### src/design/x10hb_pkg.sv
// Package for the X-10 half-bit transmitter: item types, frame states and constants.
package x10hb_pkg;

	localparam int MSG_W      = 22;
	localparam int CNT_W      = 6;
	localparam int IDX_W      = 5;
	localparam int MSG_BITS_D = 22;
	localparam int PRE_ONES   = 3;
	localparam int SIL_HALVES = 6;

	typedef enum logic [1:0] {
		PH_IDLE = 2'd0,
		PH_PRE  = 2'd1,
		PH_DATA = 2'd2,
		PH_SIL  = 2'd3
	} phase_t;

	typedef struct packed {
		logic             command;
		logic [MSG_W-1:0] message;
		logic             first_sample;
	} in_item_t;

	typedef struct packed {
		logic half_bit;
		logic busy_res;
		logic load_rejected;
		logic done_res;
	} out_item_t;

	typedef struct packed {
		phase_t           phase;
		logic [CNT_W-1:0] half_count;
		logic [MSG_W-1:0] held_message;
	} frame_state_t;

	localparam logic CMD_TICK = 1'b0;
	localparam logic CMD_LOAD = 1'b1;

endpackage

### src/design/x10hb_chan_if.sv
// Valid/ready channel interface carrying one item per transfer.
interface x10hb_chan_if #(
	parameter type T = logic
);
	logic valid;
	logic ready;
	T     payload;

	modport source (output valid, output payload, input ready);
	modport sink (input valid, input payload, output ready);
endinterface

### src/design/x10hb_step.sv
// Frame sequencer step: next state and result item for one accepted item.
module x10hb_step #(
	parameter int MSG_BITS = x10hb_pkg::MSG_BITS_D
) (
	input  x10hb_pkg::in_item_t     item,
	input  x10hb_pkg::frame_state_t cur,
	output x10hb_pkg::frame_state_t nxt,
	output x10hb_pkg::out_item_t    res
);
	localparam int MSG_W = x10hb_pkg::MSG_W;
	localparam int CNT_W = x10hb_pkg::CNT_W;
	localparam logic [MSG_W-1:0] KEPT_MASK = (MSG_BITS >= MSG_W) ? {MSG_W{1'b1}} :
		MSG_W'((32'd1 << MSG_BITS) - 32'd1);
	localparam logic [CNT_W-1:0] DATA_HALVES = CNT_W'(2 * MSG_BITS);
	localparam logic [CNT_W-1:0] PRE_CNT = CNT_W'(x10hb_pkg::PRE_ONES);
	localparam logic [CNT_W-1:0] SIL_CNT = CNT_W'(x10hb_pkg::SIL_HALVES);

	logic                       is_load;
	logic                       is_tick;
	logic                       held_nz;
	logic                       start;
	x10hb_pkg::phase_t          eff_phase;
	logic [CNT_W-1:0]           eff_cnt;
	logic [CNT_W-1:0]           cnt_dec;
	logic [x10hb_pkg::IDX_W-1:0] idx;
	logic                       data_bit;

	assign is_load   = (item.command == x10hb_pkg::CMD_LOAD);
	assign is_tick   = (item.command == x10hb_pkg::CMD_TICK) && item.first_sample;
	assign held_nz   = (cur.held_message != '0);
	assign start     = is_tick && (cur.phase == x10hb_pkg::PH_IDLE) && held_nz;
	assign eff_phase = start ? x10hb_pkg::PH_PRE : cur.phase;
	assign eff_cnt   = start ? PRE_CNT : cur.half_count;
	assign cnt_dec   = eff_cnt - CNT_W'(1);
	assign idx       = cnt_dec[CNT_W-1:1];
	assign data_bit  = (32'(idx) < MSG_W) ? cur.held_message[idx] : 1'b0;

	// next state
	always_comb begin
		nxt = cur;
		if (is_load) begin
			if (!held_nz) begin
				nxt.held_message = item.message & KEPT_MASK;
			end
		end else if (is_tick) begin
			nxt.phase      = eff_phase;
			nxt.half_count = eff_cnt;
			unique case (eff_phase)
				x10hb_pkg::PH_PRE: begin
					if (eff_cnt != '0) begin
						nxt.half_count = cnt_dec;
					end else begin
						nxt.phase      = x10hb_pkg::PH_DATA;
						nxt.half_count = DATA_HALVES;
					end
				end
				x10hb_pkg::PH_DATA: begin
					nxt.half_count = cnt_dec;
					if (cnt_dec == '0) begin
						nxt.phase      = x10hb_pkg::PH_SIL;
						nxt.half_count = SIL_CNT;
					end
				end
				x10hb_pkg::PH_SIL: begin
					nxt.half_count = cnt_dec;
					if (cnt_dec == '0) begin
						nxt.phase        = x10hb_pkg::PH_IDLE;
						nxt.held_message = '0;
					end
				end
				default: begin
				end
			endcase
		end
	end

	// result item
	always_comb begin
		res               = '0;
		res.load_rejected = is_load && held_nz;
		if (is_tick) begin
			unique case (eff_phase)
				x10hb_pkg::PH_PRE:  res.half_bit = (eff_cnt != '0);
				x10hb_pkg::PH_DATA: res.half_bit = eff_cnt[0] ? ~data_bit : data_bit;
				x10hb_pkg::PH_SIL:  res.done_res = (cnt_dec == '0);
				default:            res.half_bit = 1'b0;
			endcase
		end
		res.busy_res = (nxt.held_message != '0) || (nxt.phase != x10hb_pkg::PH_IDLE);
	end

endmodule

### src/design/x10_half_bit_transmitter_core.sv
// X-10 half-bit transmitter top level: frame state, result register and handshakes.
// The result register fills in the cycle after an input transfer and frees when read out.
// Throughput: one item per cycle unless out_item stalls, which holds the input.
// Each item reads and updates the frame state in the cycle it is accepted.
// Reset clears the frame state to idle with nothing held and empties the result register.
module x10_half_bit_transmitter_core #(
	parameter int MSG_BITS = x10hb_pkg::MSG_BITS_D
) (
	input logic         clk,
	input logic         arst_n,
	x10hb_chan_if.sink   in_item,
	x10hb_chan_if.source out_item
);
	x10hb_pkg::frame_state_t state_q;
	x10hb_pkg::frame_state_t state_nxt;
	x10hb_pkg::out_item_t    res_nxt;
	x10hb_pkg::out_item_t    res_q;
	logic                    res_valid_q;
	logic                    accept;

	assign in_item.ready    = !res_valid_q || out_item.ready;
	assign accept           = in_item.valid && in_item.ready;
	assign out_item.valid   = res_valid_q;
	assign out_item.payload = res_q;

	x10hb_step #(
		.MSG_BITS(MSG_BITS)
	) u_step (
		.item(in_item.payload),
		.cur (state_q),
		.nxt (state_nxt),
		.res (res_nxt)
	);

	always_ff @(posedge clk or negedge arst_n) begin
		if (!arst_n) begin
			state_q     <= '{phase: x10hb_pkg::PH_IDLE, half_count: '0, held_message: '0};
			res_valid_q <= 1'b0;
		end else begin
			if (accept) begin
				state_q     <= state_nxt;
				res_valid_q <= 1'b1;
			end else if (out_item.ready) begin
				res_valid_q <= 1'b0;
			end
		end
	end

	always_ff @(posedge clk) begin
		if (accept) begin
			res_q <= res_nxt;
		end
	end

	a_frame_holds_msg: assert property (@(posedge clk) disable iff (!arst_n)
		state_q.phase != x10hb_pkg::PH_IDLE |-> state_q.held_message != '0)
		else $error("frame in progress with no message held");

	a_done_idle: assert property (@(posedge clk) disable iff (!arst_n)
		res_valid_q && res_q.done_res |-> !res_q.busy_res && state_q.held_message == '0)
		else $error("done reported while still busy");

	a_reject_busy: assert property (@(posedge clk) disable iff (!arst_n)
		res_valid_q && res_q.load_rejected |-> res_q.busy_res && !res_q.half_bit
			&& !res_q.done_res)
		else $error("rejected load with inconsistent result");

	a_state_only_on_transfer: assert property (@(posedge clk) disable iff (!arst_n)
		!accept |=> $stable(state_q))
		else $error("frame state changed without a transfer");

endmodule

### src/flat_wrapper.sv
// flat-port wrapper written by rule: the top's interface ports become plain ports
module x10_half_bit_transmitter_core_flat 
#(
	parameter int MSG_BITS = x10hb_pkg::MSG_BITS_D
)
  (clk, arst_n, in_item_valid, in_item_payload, in_item_ready, out_item_valid, out_item_payload, out_item_ready);
  x10hb_chan_if #(.T(x10hb_pkg::in_item_t)) in_item_i ();
  x10hb_chan_if #(.T(x10hb_pkg::out_item_t)) out_item_i ();
  input logic clk;
  input logic arst_n;
  input wire logic [$bits(in_item_i.valid)-1:0] in_item_valid;
  input wire logic [$bits(in_item_i.payload)-1:0] in_item_payload;
  output wire logic [$bits(in_item_i.ready)-1:0] in_item_ready;
  output wire logic [$bits(out_item_i.valid)-1:0] out_item_valid;
  output wire logic [$bits(out_item_i.payload)-1:0] out_item_payload;
  input wire logic [$bits(out_item_i.ready)-1:0] out_item_ready;
  assign in_item_i.valid = in_item_valid;
  assign in_item_i.payload = in_item_payload;
  assign in_item_ready = in_item_i.ready;
  assign out_item_valid = out_item_i.valid;
  assign out_item_payload = out_item_i.payload;
  assign out_item_i.ready = out_item_ready;
  x10_half_bit_transmitter_core #(.MSG_BITS(MSG_BITS)) u_core (.clk(clk), .arst_n(arst_n), .in_item(in_item_i), .out_item(out_item_i));
endmodule
### config.mk
export PLATFORM = sky130hd
export DESIGN_NAME = x10_half_bit_transmitter_core_flat
export DESIGN_NICKNAME = d
export VERILOG_FILES = /design/src/design/x10hb_pkg.sv /design/src/design/x10hb_chan_if.sv /design/src/design/x10hb_step.sv /design/src/design/x10_half_bit_transmitter_core.sv /design/src/flat_wrapper.sv
export SDC_FILE = /design/constraint.sdc
export NUM_CORES = 1
export LEC_CHECK = 0
export BUFFER_PORTS_ARGS = -buffer_cell sky130_fd_sc_hd__buf_4
export CORE_MARGIN = 3
export CORE_UTILIZATION = 46
export CTS_CLUSTER_DIAMETER = 80
export DETAILED_ROUTE_END_ITERATION = 8
export PLACE_DENSITY = 0.67
export SYNTH_ARGS = -nofsm -noshare
export SYNTH_HDL_FRONTEND = slang
export SYNTH_SLANG_ARGS = --single-unit
### constraint.sdc
create_clock -name clk -period 2.7 [get_ports clk]
set_input_delay 0.27 -clock clk [delete_from_list [all_inputs] [get_ports clk]]
set_output_delay 0.27 -clock clk [all_outputs]
set_load 0.03 [all_outputs]
==> impl_metrics.csv <==
group,metric,value,unit
outcome,status,"complete, no violations",
sta,slew_viol_final,0,
detailed_routing,vias,2194,
floorplan,std_cell_rows,24,
global_route,grt_pass1_vias,2053,
final_layout,final_net_count,319,
synth,syn_nets,277,
final_layout,multi_input_area,0.00127,mm²
sta,holdWs,0.181,ns
place,pre_cts_ws,0.167,ns
hold_path,hp-class,"in2reg",
synth,synth_simple_gate_area_frac,0.237,
sta,finClkSkew,0.00914,ns
power,power_density,974,mW/mm²
synth,netlist_top_cells_area,"dfrtp_1, a21oi_1, edfxtp_1",
final_layout,synthToLayoutAreaGrowth,22.1,%
worst_setup_path,arrival,2.67,ns
floorplan,die_h,75.7,µm
synth,synthXorXnorAreaFrac,0.0118,
global_route,grt-ovfl-total,0,
place,io_buffers,33,
synth,async_flop_share,0.886,
clock_tree,root_buffer,"clkbuf_8",
sta,fin_ws,0.180,ns
power,p_leak,1.13,nW
synth,synth_edf_count,4,
global_route,antenna_found_initial,0,
floorplan,initial_core_util,0.496,
clock_tree,post_cts_buffers,0,
floorplan,die_w,75.7,µm
clock_tree,path_clk_slew,0.08,ns
clock_tree,cts_tree,"built",
sta,fmax,397,MHz
final_layout,fillCellCount,388,
worst_setup_path,slowest_delay,0.58,ns
clock_tree,htreeDepth,2,
synth,synth_cell_types,64,
synth,synth_most_common_cell,"dfrtp_1",
sta,period_share,0.933,
synth,synth_compound_area_frac,0.275,
clock_tree,cts_num_sinks,35,
global_route,track_usage,0.244,
worst_setup_path,cpMaxStageDelayCell,"or4_4",
sta,worstMarginPinSlew,0.680,ns
clock_tree,cts_max_path_buffers,2,
synth,synth_area_leader_cell,"dfrtp_1",
synth,synth_area,0.00223,mm²
final_layout,seq_area,896,µm²
worst_setup_path,cp-end-kind,"flop",
power,total_power,0.00265,W
global_route,grt_pass1_wl,10600,µm
synth,avgSynthCellArea,8.96,µm²
detailed_routing,drt_pass1_iterations,5,
floorplan,core_area,0.00450,mm²
worst_setup_path,path_class,"reg2reg",
global_route,grt_start_max_net_pins,32,
run,cap_violations,0,
detailed_routing,wirelength,6340,µm
synth,muxShareOfSynthArea,0.0353,
synth,ys_ff_latch,35,
synth,synth_commonest_cells,"dfrtp_1, a21oi_1, nor2_1",
detailed_routing,drtIter0Drc,228,
synth,synth_fa_ha_area_frac,0,
detailed_routing,drc,0,
clock_tree,cts_buffers,5,
floorplan,die-area,0.00572,mm²
worst_setup_path,critPathMaxFanout,5,
final_layout,num_antenna_cells,0,
place,place.gp.congestion,0.870,
detailed_routing,via_per_inst,6.38,
synth,synth-main-ff-cell,"dfrtp_1",
sta,period_minus_slack,2.52,ns
worst_setup_path,critPathRequiredTime,2.85,ns
floorplan,ios,34,
synth,yosysWarningCount,0,
detailed_routing,ant_nets,0,
worst_setup_path,path_cells,"or4_4, nor4_4, and3_1, nand2_1, mux2_1, a21oi_1, nand4b_1",
synth,syn_inst,249,
worst_setup_path,startpoint_type,"flop",
place,hpwl,4600,µm
final_layout,drive_gt1_frac,0.240,
sta,setup_viol_count_final,0,
sta,setup_tns,0,ns
sta,slew_headroom,0.544,
synth,seq_area_frac_synth,0.401,
power,ir_worst_vdd,386,µV
detailed_routing,wl_per_cell,18.4,µm
clock_tree,clock_latency,0.29,ns
synth,synth_top_area_frac,0.348,
synth,synth_top_family_by_area,"compound AO/OA/AOI/OAI gates",
sta,grt_setup_unrepaired,"false",
sta,final_hold_viol_count,0,
worst paths after layout:
kind | startpoint | to | slack (ns) | depth (start not counted)
worst max-delay path | u_core.state_q[7] | u_core.out_item.payload[2] | 0.18 | 7
worst min-delay path | in_item_valid | u_core.out_item.valid | 0.18 | 2
worst max register to register | u_core.state_q[7] | u_core.out_item.payload[2] | 0.18 | 7
worst min register to register | u_core.state_q[20] | u_core.state_q[20] | 0.53 | 2
max in group asynchronous | arst_n | u_core.state_q[28] | 1.94 | 2
min in group asynchronous | arst_n | u_core.state_q[16] | 0.46 | 2
where the power goes:
group	switching [W]	internal (W)
clock	0.000199	0.000276
sequential	0.000160	0.000680
combinational	0.000749	0.000589
total	0.00111	0.00155
per-layer routing:
| metal | up-vias | track usage | part of all wire |
|---|---|---|---|
| met3 | 9 | 0.0633 | 0.080 |
| met2 | 93 | 0.365 | 0.45 |
| met4 | 0 | 0.0680 | 0.010 |
| met1 | 1049 | 0.349 | 0.46 |
| met5 | - | 0 | 0 |
| li1 | 1043 | - | - |
cell families (layout without fill, tap and decap cells):
group	Yosys count	after routing
buffers and inverters	20	63
AND/OR/NAND/NOR	94	94
XOR/XNOR	3	3
AO/OA/AOI/OAI	90	90
flip-flops	35	35
multiplexers	7	7
stage by stage:
stage	utilization	instances	cell area, µm²
2_1_floorplan	-	249	2230
3_3_place_gp	0.574	335	2590
3_5_place_dp	0.574	335	2590
4_1_cts	0.601	344	2710
5_1_grt	0.605	344	2730
6_report	0.605	344	2730
sequential cells by signal (all words and copies together), names as in the netlist:
register and cells:
u_core.out_item.payload 4, u_core.out_item.valid 1, u_core.state_q 30
layout make-up:
class / instances / share of cell area
well taps: 52 / 0.0239
clock buffers: 6 / 0.0266
inverters: 7 / 0.00964
clock inverters: 2 / 0.0133
flip-flops and latches: 35 / 0.329
repair buffers: 48 / 0.133
multi-input cells: 194 / 0.465
critical path: cells and delay by family (launching register included):
family / cells / cell delay, ns
flip-flops: 1 / 0.43
multiplexers: 1 / 0.33
AND/OR/NAND/NOR: 5 / 1.48
AO/OA/AOI/OAI: 1 / 0.14
timing repair:
item / 4_1_cts / 5_1_grt
endpoints found under the hold margin: 31 / 0
resized for setup: 0 / 3
setup endpoints to repair: 0 / 1
hold buffers: 1 / 0
placed cells by master, fill, tap and decap left out, types with 2 or more instances in the layout:
cell type  instances
nor4bb_1           3
o211ai_1           2
a2111oi_0          2
or3_1              2
nor2_1            27
o2bb2ai_1          2
a31oi_2            2
a22o_1            12
nor4_1             6
edfxtp_1           4
o21ai_0           13
nand3_1            4
clkbuf_8           5
o22ai_1            5
nor2_2             2
nand2_1           18
nor4_4             2
mux2_2             2
nor3_1             5
or4_4              2
or4_1              5
o31ai_1            4
xnor2_1            2
a31oi_1            3
nor3b_1            2
mux2i_1            3
buf_4             47
dfrtp_1           31
a311o_1            2
a21oi_1           29
inv_1              7
nand2b_1           4
(Power assumes the default switching activity.)
